`config.mk`:
```
export PLATFORM = sky130hd
export DESIGN_NAME = pvm_write_alu
export DESIGN_NICKNAME = d
export VERILOG_FILES = /design/src/hw/rtl/pvm_pkg.sv /design/src/hw/rtl/pvm_write_alu.sv
export SDC_FILE = /design/constraint.sdc
export NUM_CORES = 1
export LEC_CHECK = 0
export ABC_AREA = 0
export ABC_CLOCK_PERIOD_IN_PS = 3600
export BUFFER_PORTS_ARGS = -buffer_cell sky130_fd_sc_hd__buf_2
export CELL_PAD_IN_SITES_DETAIL_PLACEMENT = 0
export CELL_PAD_IN_SITES_GLOBAL_PLACEMENT = 1
export CORE_MARGIN = 5
export CORE_UTILIZATION = 44
export DETAILED_ROUTE_END_ITERATION = 7
export GPL_TIMING_DRIVEN = 0
export PLACE_DENSITY_LB_ADDON = 0.1
export SLEW_MARGIN = 30
export SYNTH_ARGS = -nofsm -noshare
export SYNTH_HDL_FRONTEND = slang
export SYNTH_SLANG_ARGS = --single-unit
```
`constraint.sdc`:
```
create_clock -name vclk -period 3.6
set_clock_uncertainty 0.2 [all_clocks]
set_input_delay 0.36 -clock vclk [all_inputs]
set_output_delay 0.36 -clock vclk [all_outputs]
set_load 0.005 [all_outputs]
```
`src/hw/rtl/pvm_pkg.sv`:
```
// Shared types and constants for the planar video memory block.
// Holds register indexes, mode codes and the configuration struct; no dependencies.
`timescale 1ns / 1ps
`default_nettype none
package pvm_pkg;

  localparam int ADDR_W              = 16;
  localparam int DATA_W              = 8;
  localparam int PLANES              = 4;
  localparam int WORD_W              = PLANES * DATA_W;
  localparam int CFG_INDEX_W         = 3;
  localparam int CFG_DATA_W          = 8;
  localparam int DEFAULT_PLANE_DEPTH = 65536;

  typedef enum logic {
    OP_READ  = 1'b0,
    OP_WRITE = 1'b1
  } pvm_op_t;

  typedef enum logic [CFG_INDEX_W-1:0] {
    REG_WRITE_MODE       = 3'd0,
    REG_READ_MODE        = 3'd1,
    REG_LOGIC_FUNCTION   = 3'd2,
    REG_BIT_MASK         = 3'd3,
    REG_SET_RESET        = 3'd4,
    REG_ENABLE_SET_RESET = 3'd5,
    REG_READ_MAP_SELECT  = 3'd6,
    REG_MAP_MASK         = 3'd7
  } pvm_reg_t;

  typedef enum logic [1:0] {
    WM_SOURCE   = 2'd0,
    WM_LATCH    = 2'd1,
    WM_DATA_BIT = 2'd2,
    WM_LATCH_2  = 2'd3
  } pvm_wmode_t;

  typedef enum logic {
    RM_PLANE = 1'b0,
    RM_ZERO  = 1'b1
  } pvm_rmode_t;

  typedef enum logic [1:0] {
    LF_REPLACE = 2'd0,
    LF_AND     = 2'd1,
    LF_OR      = 2'd2,
    LF_XOR     = 2'd3
  } pvm_lfunc_t;

  typedef struct packed {
    pvm_wmode_t        write_mode;
    pvm_rmode_t        read_mode;
    pvm_lfunc_t        logic_function;
    logic [DATA_W-1:0] bit_mask;
    logic [PLANES-1:0] set_reset;
    logic [PLANES-1:0] enable_set_reset;
    logic [1:0]        read_map_select;
    logic [PLANES-1:0] map_mask;
  } pvm_cfg_t;

endpackage
`default_nettype wire

```
`src/hw/rtl/pvm_write_alu.sv`:
```
// Graphics-controller write datapath: source select, logic function and bit mask per plane.
// Uses pvm_pkg for the configuration struct and mode codes.
`timescale 1ns / 1ps
`default_nettype none
module pvm_write_alu (
  input  wire pvm_pkg::pvm_cfg_t          cfg,
  input  wire logic [pvm_pkg::WORD_W-1:0] latches,
  input  wire logic [pvm_pkg::DATA_W-1:0] data,
  output logic      [pvm_pkg::WORD_W-1:0] word
);
  import pvm_pkg::*;

  always_comb begin
    logic [DATA_W-1:0] latch;
    logic [DATA_W-1:0] src;
    logic [DATA_W-1:0] alu;
    for (int p = 0; p < PLANES; p++) begin
      latch = latches[p*DATA_W +: DATA_W];
      if (cfg.write_mode == WM_DATA_BIT) begin
        src = {DATA_W{data[p]}};
      end else if (cfg.enable_set_reset[p]) begin
        src = {DATA_W{cfg.set_reset[p]}};
      end else begin
        src = data;
      end
      case (cfg.logic_function)
        LF_AND:  alu = src & latch;
        LF_OR:   alu = src | latch;
        LF_XOR:  alu = src ^ latch;
        default: alu = src;
      endcase
      case (cfg.write_mode) inside
        WM_LATCH, WM_LATCH_2: word[p*DATA_W +: DATA_W] = latch;
        default: word[p*DATA_W +: DATA_W] = (alu & cfg.bit_mask) | (latch & ~cfg.bit_mask);
      endcase
    end
  end

endmodule
`default_nettype wire
```
; Word level (Yosys, flattened, before mapping)
; Cells that the tools add are included.
[word_totals]
ff_bits = 0
input_bits = 67
wordCells = 48
[classes]
n_eq_ne = 6
mux = 16
bitwise_logic = 25
n_reduce_logical = 1
[ops]
columns = op, n
row1 = $and 8x8->8, 12
row2 = $mux 8, 12
row3 = $pmux 8 s3, 4
row4 = $or 8x8->8, 8
row5 = $xor 8x8->8, 4
row6 = $eq 2x2->1 const B, 4
row7 = $not 8->8, 1
row8 = $eq 2x1->1 const B, 2
row9 = $reduce_or 2->1, 1

; Logic depth before layout (Yosys ltp)
; Gate-level depths: netlist (run 1).
[depth]
ltp_word = 7
mapped_depth = 9
ltp_nobuf = 7

; Least setup slack after synthesis (run 1)
; OpenSTA, ideal clock, no wires.
[synth_timing]
path_type = input port to output port
start = input port cfg[25] (netlist name)
end = output port word[26] (netlist name)
arrival_time_ns = 1.856
required_ns = 3.040
path_slack_ns = 1.184
stages = 9
cell_sequence = buf_6 nor2b_2 a21oi_2 buf_2 a21o_1 ha_1 mux2i_1 a221oi_2 a32o_1
[synth_via]
elab_chain_len = 7
[synth_lines]
columns = item, line_no
row1 = from (decl), pvm_write_alu.sv:6  ; input wire pvm_pkg::pvm_cfg_t cfg,
row2 = $eq 2x2->1, pvm_write_alu.sv:19  ; if (cfg.write_mode == WM_DATA_BIT) begin
row3 = $mux 8, pvm_write_alu.sv:19
row4 = "$xor 8x8->8, or another cell as far along", pvm_write_alu.sv:29  ; LF_XOR: alu = src ^ latch;
row5 = $pmux 8 s3, pvm_write_alu.sv:26  ; case (cfg.logic_function)
row6 = $and 8x8->8, pvm_write_alu.sv:34  ; default: word[p*DATA_W +: DATA_W] = (alu & cfg.bit_mask) | (latch & ~cfg.bit_mask);
row7 = $or 8x8->8, pvm_write_alu.sv:34
row8 = $mux 8 (*), pvm_write_alu.sv:32  ; case (cfg.write_mode) inside
row9 = to (decl), pvm_write_alu.sv:9  ; output logic [pvm_pkg::WORD_W-1:0] word
; Every way passes the cells marked *; elsewhere a longest branch is shown, timed or not.

; Final worst setup path (run 1)
; Ends and elaborated chain as after synthesis.

==> results.toml, run 1 <==
[finish]
regArea_um2 = 0
nClkBuffers = 0
final_core_util = 0.520
multi_input_area_um2 = 3010
syn2layout_area_growth_pct = 17.1
nFillCells = 779
antenna_cells = 0
design.seq.count = 0
drive_above_1_share = 0.306
final_nets = 630

[sta]
finalMaxSlewViolations = 0
slew_headroom = 0.539
tightest_slew_ns = 0.691
rsz0062_at_grt = "false"
max_freq_mhz = 336
finalCritPeriodShare = 0.826
setup-violations-final = 0
hold_ws_ns = 0.834
setup_tns_ns = 0
hold_violations = 0
period_needed_ns = 2.97

[floorplanning]
fp-row-count = 32
initial_core_util = 0.444
die_h_um = 97.6
ioPinCount = 99
core_area_um2 = 7610
die_area_um2 = 9530
die-width_um = 97.6

[yosys]
seq_area_frac_synth = 0
synth_most_common_cell = "ha_1"
ys_types = 26
synth.net_count = 538
yosys_warnings = 0
avgSynthCellArea_um2 = 8.30
yosys-top-cells-area = "ha_1 24%, mux2i_1 11%, a221oi_2 9.8%, a32o_1 9.5%, nand2b_1 6.9%"
synth_common_cells = "64 x ha_1, 37 x nand2b_1, 36 x mux2i_1"
syn_inst = 407
synthDominantCellAreaShare = 0.237
synth_top_area_cell = "ha_1"
syn_area_um2 = 3380

[worst_setup_path]
crit_type = "input pin to output pin"
crit_arrival_ns = 2.41
required_ns = 3.04
crit_path_start_kind = "input pin"
cp-end-kind = "output pin"
cp_max_fo = 10

[worst_hold_path]
whs_endpoint = "word[16]"
hold_path_class = "input pin to output pin"
hp-start = "latches[16]"
min_delay_path_depth = 3

[placement]
portBuffers = 90
gp_congestion = 0.854
hpwlAfterDp_um = 9140

[detailed_routing]
drt_iter0_drc = 205
drc = 0
dr.pass1.iters = 5
postRouteWirelength_um = 12100
via_count = 3620
drt-wirelength-per-cell_um = 20.2
routed_via_density = 6.04
drt.antenna.violating_nets = 0

[flow_run]
cap_viol_max_count = 0

[global_route]
grt-ovfl-total = 0
grt_max_degree = 11
grt_use_total = 0.244
grt_pass1_vias = 3649
grt_antenna_before_repair = 0
grt_pass1_wl_um = 19200

[clock_network]
post_cts_buffers = 0
post_cts_resized = 0
cts_hold_buf = 0

[power]
vdd_drop_max_v = 0.0000515
p_per_area_nw_per_um2 = 130
fin_total_pwr_mw = 0.515
p_leak_nw = 2.08

[status]
outcome = "complete, no violations"
==> power by group <==
part | switching (mW) | internal (mW)
combinational | 0.289 | 0.226
clock | 0 | 0
sequential | 0 | 0
total | 0.289 | 0.226
==> per-layer routing <==
layer	vias to the layer above	GRT usage	part of all wire
met5	-	0	0
met4	0	0.0639	0.024
met3	22	0.0302	0.075
met2	151	0.418	0.46
met1	1705	0.322	0.44
li1	1742	-	-
==> kinds of logic after synthesis <==
logic type      count (synthesis)  synth area share
fa+ha+maj                      64             0.237
mux                            40             0.120
simple gates                  101             0.190
buf+inv                        74             0.110
compound gates                128             0.343
==> how the worst max path moves through the flow <==
| stage | start | to | slack [ns] | cells past startpoint |
|---|---|---|---|---|
| final | cfg[25] | word[26] | 0.63 | 11 |
| after global routing | cfg[25] | word[26] | 0.54 | 11 |
| after CTS | cfg[25] | word[26] | 0.65 | 11 |
| after detailed placement | cfg[25] | word[26] | 0.67 | 11 |
| after global placement | cfg[25] | word[26] | 0.68 | 11 |
| after floorplan | cfg[25] | word[26] | 1.18 | 9 |
==> final cells by class <==
class | count | area share
multi-input cells | 333 | 0.760
repair buffers | 90 | 0.114
plain buffers | 42 | 0.0636
well taps | 102 | 0.0323
inverters | 32 | 0.0304
==> critical path, cell delays in order <==
cell and delay (ns):
buf_2 0.13, buf_6 0.16, nor2b_2 0.32, a21oi_2 0.13
buf_2 0.22, a21o_1 0.17, ha_1 0.27, mux2i_1 0.16
a221oi_2 0.08, a32o_1 0.29, buf_2 0.12
==> cell usage in the layout, fill, tap and decap left out, drive strengths merged <==
cell,instances
buf,116
ha,64
nand2b,37
mux2i,36
inv,32
a32o,32
a21oi,32
a221oi,32
a21o,28
nand4,28
nand2,24
clkbuf,16
mux2,4
a211o,4
nand4b,4
nor3b,4
nor2b,2
nor2,1
or2,1
==> metrics by stage <==
step                worst slack (ns)  std cells  instance area [um^2]
finish                         0.626        599                  3960
global route                   0.542        599                  3960
CTS                            0.654        599                  3960
detailed placement             0.666        599                  3960
global placement               0.684        599                  3960
floorplan                       1.18        407                  3380
Note: power is estimated with default switching activity, not from simulation.
==> run 2: changes to the inputs <==
--- a/config.mk
+++ b/config.mk
@@ -5,13 +5,13 @@
 export SDC_FILE = /design/constraint.sdc
 export NUM_CORES = 1
 export LEC_CHECK = 0
-export ABC_AREA = 0
-export ABC_CLOCK_PERIOD_IN_PS = 3600
+export ABC_AREA = 1
+export ABC_CLOCK_PERIOD_IN_PS = 2960
 export BUFFER_PORTS_ARGS = -buffer_cell sky130_fd_sc_hd__buf_2
 export CELL_PAD_IN_SITES_DETAIL_PLACEMENT = 0
 export CELL_PAD_IN_SITES_GLOBAL_PLACEMENT = 1
 export CORE_MARGIN = 5
-export CORE_UTILIZATION = 44
+export CORE_UTILIZATION = 35
 export DETAILED_ROUTE_END_ITERATION = 7
 export GPL_TIMING_DRIVEN = 0
 export PLACE_DENSITY_LB_ADDON = 0.1
==> constraint.sdc (replaced) <==
create_clock -name vclk -period 2.96
set_clock_uncertainty 0.2 [all_clocks]
set_input_delay 0.296 -clock vclk [all_inputs]
set_output_delay 0.296 -clock vclk [all_outputs]
set_load 0.005 [all_outputs]
==> run 2 against run 1 <==
Area after synthesis down 1.1%; sequential share of layout area unchanged; critical path depth up 4; setup slack worse by 0.47 ns; critical endpoint is now word[4]; sequential cell count unchanged; global-route usage down 2.3 points; total power up 15%; design area down 0.13%; non-clock buffer count down 14; routed wire length up 9.1%; critical path type unchanged; via count up 18%.
==> results.toml, run 2 <==
[yosys]
yosys_warnings = 0
seq_area_frac_synth = 0
synth_common_cells = "295 x nand2_1, 130 x nand3_1, 127 x inv_1"
synthDominantCellAreaShare = 0.332
yosys-top-cells-area = "nand2_1 33%, ha_1 24%, nand3_1 19%, inv_1 14%, buf_2 3.3%"
syn_area_um2 = 3340
avgSynthCellArea_um2 = 4.95
synth_most_common_cell = "nand2_1"
ys_types = 15
syn_inst = 675
synth_top_area_cell = "nand2_1"
synth.net_count = 806

[floorplanning]
die_area_um2 = 11600
fp-row-count = 35
die-width_um = 108
core_area_um2 = 9280
die_h_um = 108
initial_core_util = 0.360
ioPinCount = 99

[finish]
final_nets = 898
final_area_um2 = 3950
multi_input_area_um2 = 2680
final_core_util = 0.425
regArea_um2 = 0
syn2layout_area_growth_pct = 18.3
final_common_cell = "nand2_1"
nFillCells = 1132
nClkBuffers = 0
final_cells = 894
final_cell_mix = "295 x nand2_1, 130 x nand3_1, 127 x inv_1, 112 x buf_2, 64 x ha_1"
design.seq.count = 0
antenna_cells = 0
drive_above_1_share = 0.169

[sta]
max_freq_mhz = 357
finalMaxSlewViolations = 0
hold_violations = 0
setup-violations-final = 0
hold_ws_ns = 0.688
setup_tns_ns = 0
rsz0062_at_grt = "false"
tightest_slew_ns = 0.531
period_needed_ns = 2.80
finalCritPeriodShare = 0.946
slew_headroom = 0.645

[worst_setup_path]
required_ns = 2.46
crit_arrival_ns = 2.30
cp_max_fo = 10
worst-path-buf-inv = 7
critPathMaxStageDelay_ns = 0.35
cp-end-kind = "output pin"
crit_type = "input pin to output pin"
timing.critical_path.mode_cell = "nand2_1"
slowest_stage = "nand3_1"
path_delay_family = "buffers and inverters"
crit_path_start_kind = "input pin"
worstPathCellList = "buf_2, inv_2, buf_4, nand3_1, buf_4, nand2_1, inv_1, ha_1, nand3_1, nand2_1, inv_1, nand2_1, nand3_1, nand2_1, buf_2"

[worst_hold_path]
hold_path_class = "input pin to output pin"

[placement]
dpl_cell_area_um2 = 3950
place_inst = 894
gp_congestion = 0.842
portBuffers = 90
hpwlAfterDp_um = 10100

[global_route]
grt_antenna_before_repair = 0
grt_use_total = 0.221
grt_pass1_vias = 3995
grt-ovfl-total = 0
grt_pass1_wl_um = 20400
grt_max_degree = 11

[clock_network]
post_cts_buffers = 0
cts_hold_buf = 0
post_cts_resized = 0

[detailed_routing]
drt-wirelength-per-cell_um = 14.7
dr.pass1.iters = 5
via_count = 4270
drc = 0
drt_iter0_drc = 315
postRouteWirelength_um = 13200
routed_via_density = 4.78
drt.antenna.violating_nets = 0

[power]
vdd_drop_max_v = 0.0000507
swShare = 0.634
p_per_area_nw_per_um2 = 150
p_switching_mw = 0.376
p_leak_nw = 2.81
pwr-share-seq = 0
power.internal_mw = 0.217
p_clk_frac = 0
comb_power_share = 1.000

[flow_run]
cap_viol_max_count = 0

[status]
outcome = "complete, no violations"
==> run 2: final cells by class <==
cell class | count | share of cell area
repair buffers | 90 | 0.114
inverters | 133 | 0.126
plain buffers | 28 | 0.0393
well taps | 129 | 0.0409
multi-input cells | 514 | 0.679
==> run 2: through the flow <==
stage / power [mW] / worst slack, ns
floorplan: 0.376 / 0.919
global placement: 0.574 / 0.179
detailed placement: 0.590 / 0.151
CTS: 0.593 / 0.149
global route: 0.682 / 0.0197
finish: 0.592 / 0.160
==> run 2: logic make-up (layout without fill, tap and decap cells) <==
logic type	count (synthesis)	in the layout	share of synthesized area
fa+ha+maj	64	64	0.240
compound gates	1	1	0.00150
simple gates	449	449	0.563
buf+inv	161	251	0.196
==> run 2: routing by layer <==
| layer | up-vias | GRT usage | share of wire |
|---|---|---|---|
| met3 | 19 | 0.00780 | 0.059 |
| met1 | 1898 | 0.293 | 0.45 |
| met2 | 132 | 0.401 | 0.48 |
| met4 | 0 | 0.0379 | 0.014 |
| li1 | 2221 | - | - |
| met5 | - | 0 | 0 |
==> run 2: power by group through the flow <==
stage                     Combinational, mW  Clock, mW  Sequential, mW
after floorplan                       0.376          0               0
after global placement                0.574          0               0
after detailed placement              0.590          0               0
after CTS                             0.593          0               0
after global routing                  0.682          0               0
final                                 0.592          0               0
==> run 2: final timing paths <==
kind / cells past startpoint / end / slack, ns / start
worst min-delay path: 4 / word[15] / 0.69 / latches[15]
worst max-delay path: 15 / word[4] / 0.16 / cfg[25]
==> run 3: changes to the inputs <==
--- a/config.mk
+++ b/config.mk
@@ -8,13 +8,14 @@
 export ABC_AREA = 1
 export ABC_CLOCK_PERIOD_IN_PS = 2960
 export BUFFER_PORTS_ARGS = -buffer_cell sky130_fd_sc_hd__buf_2
-export CELL_PAD_IN_SITES_DETAIL_PLACEMENT = 0
-export CELL_PAD_IN_SITES_GLOBAL_PLACEMENT = 1
+export CELL_PAD_IN_SITES_DETAIL_PLACEMENT = 1
+export CELL_PAD_IN_SITES_GLOBAL_PLACEMENT = 2
 export CORE_MARGIN = 5
-export CORE_UTILIZATION = 35
+export CORE_UTILIZATION = 26
 export DETAILED_ROUTE_END_ITERATION = 7
 export GPL_TIMING_DRIVEN = 0
 export PLACE_DENSITY_LB_ADDON = 0.1
+export SETUP_SLACK_MARGIN = 0.3
 export SLEW_MARGIN = 30
 export SYNTH_ARGS = -nofsm -noshare
 export SYNTH_HDL_FRONTEND = slang
==> run 3 against run 2 <==
Clock-buffer cell count unchanged; via count rose by 1.1%; routed wire length rose by 12%; non-clock buffer count is the same; sequential cell count unchanged; core utilization shrank 11 points; critical path depth stayed put; total power up 3.2%; worst hold slack hardly changed; sequential share of layout area stayed put; critical path type unchanged; critical endpoint unchanged; largest cell class unchanged; largest power group unchanged; highest routed layer unchanged.
==> results.toml, run 3 (synthesis results as in run 2) <==
[status]
outcome = "complete, no violations"

[sta]
max_freq_mhz = 393
finalMaxSlewViolations = 0
tightest_slew_ns = 0.444
setup_tns_ns = 0
period_needed_ns = 2.55
hold_violations = 0
finalCritPeriodShare = 0.861
slew_headroom = 0.703
hold_ws_ns = 0.688
setup-violations-final = 0
rsz0062_at_grt = "true"

[global_route]
grt_pass1_wl_um = 23100
grt_pass1_vias = 4364
grt_use_total = 0.193
grt-ovfl-total = 0
grt_max_degree = 11
grt_antenna_before_repair = 0

[placement]
portBuffers = 90
gp_congestion = 0.815
hpwlAfterDp_um = 12000

[detailed_routing]
drt_iter0_drc = 203
via_count = 4315
dr.pass1.iters = 4
drt-wirelength-per-cell_um = 15.8
drt.antenna.violating_nets = 0
routed_via_density = 4.61
postRouteWirelength_um = 14800
drc = 0

[floorplanning]
die_h_um = 123
core_area_um2 = 12600
die-width_um = 123
die_area_um2 = 15200
ioPinCount = 99
fp-row-count = 41
initial_core_util = 0.265

[worst_setup_path]
worst-path-buf-inv = 7
required_ns = 2.46
cp-end-kind = "output pin"
worstPathCellList = "buf_2, inv_2, buf_6, nand3_4, buf_4, nand2_1, inv_1, ha_1, nand3_1, nand2_1, inv_1, nand2_1, nand3_1, nand2_1, buf_2"
crit_arrival_ns = 2.05
timing.critical_path.mode_cell = "nand2_1"
crit_path_start_kind = "input pin"
critPathMaxStageDelay_ns = 0.27
cp_max_fo = 10
path_delay_family = "buffers and inverters"
crit_type = "input pin to output pin"
slowest_stage = "ha_1"

[power]
power.internal_mw = 0.220
p_per_area_nw_per_um2 = 152
swShare = 0.640
p_switching_mw = 0.391
p_leak_nw = 2.81
vdd_drop_max_v = 0.0000438
comb_power_share = 1.000
pwr-share-seq = 0
p_clk_frac = 0

[worst_hold_path]
hold_path_class = "input pin to output pin"
min_delay_path_depth = 4
whs_endpoint = "word[15]"
hp-start = "latches[15]"

[finish]
nClkBuffers = 0
design.seq.count = 0
syn2layout_area_growth_pct = 20.8
final_common_cell = "nand2_1"
final_cell_mix = "295 x nand2_1, 129 x nand3_1, 127 x inv_1, 110 x buf_2, 64 x ha_1"
regArea_um2 = 0
final_nets = 898
final_core_util = 0.320
drive_above_1_share = 0.170
antenna_cells = 0
nFillCells = 1851

[flow_run]
cap_viol_max_count = 0

[clock_network]
cts_hold_buf = 0
post_cts_buffers = 0
post_cts_resized = 2
run 3: changes by cell type in the layout (fill, tap and decap cells not counted):
cell	previous run	this run
nand3_1	130	129
buf_6	0	1
nand3_2	1	0
buf_4	6	7
nand3_4	0	2
buf_2	112	110
run 3: metrics by stage:
| stage | power [mW] | cell area, um^2 | worst slack, ns | cells |
|---|---|---|---|---|
| 2_1_floorplan | 0.376 | 3340 | 0.919 | 675 |
| 3_3_place_gp | 0.588 | 4000 | 0.159 | 937 |
| 3_5_place_dp | 0.613 | 4000 | 0.132 | 937 |
| 4_1_cts | 0.618 | 4020 | 0.259 | 937 |
| 5_1_grt | 0.705 | 4030 | 0.292 | 937 |
| 6_report | 0.611 | 4030 | 0.413 | 937 |
run 3: power groups by stage:
stage / clock [mW] / combinational, mW / sequential (mW)
final: 0 / 0.611 / 0
after global routing: 0 / 0.705 / 0
after CTS: 0 / 0.618 / 0
after detailed placement: 0 / 0.613 / 0
after global placement: 0 / 0.588 / 0
after floorplan: 0 / 0.376 / 0
run 3: worst max path at each step:
| stage | start | endpoint | slack [ns] | cells after the start |
|---|---|---|---|---|
| floorplan | cfg[25] | word[2] | 0.92 | 13 |
| global placement | cfg[25] | word[4] | 0.16 | 15 |
| detailed placement | cfg[25] | word[4] | 0.13 | 15 |
| CTS | cfg[25] | word[4] | 0.26 | 15 |
| global route | cfg[26] | word[24] | 0.29 | 15 |
| finish | cfg[25] | word[4] | 0.41 | 15 |
run 3: cell type report:
class / instances / area (um^2) / share of cell area
well taps: 172 / 215 / 0.0534
multi-input cells: 514 / 2700 / 0.670
inverters: 133 / 499 / 0.124
repair buffers: 90 / 450 / 0.112
plain buffers: 28 / 164 / 0.0406
run 3: worst min-delay path, cell delays in order:
cell and delay (ns):
buf_2 0.10, nand2_1 0.05, nand2_1 0.05, buf_2 0.10
run 3: routing by layer:
metal	GRT usage	share of wire	vias up
met1	0.272	0.48	1988
met3	0.00549	0.039	8
met2	0.341	0.47	99
met4	0.0173	0.0086	0
li1	-	-	2220
met5	0	0	-
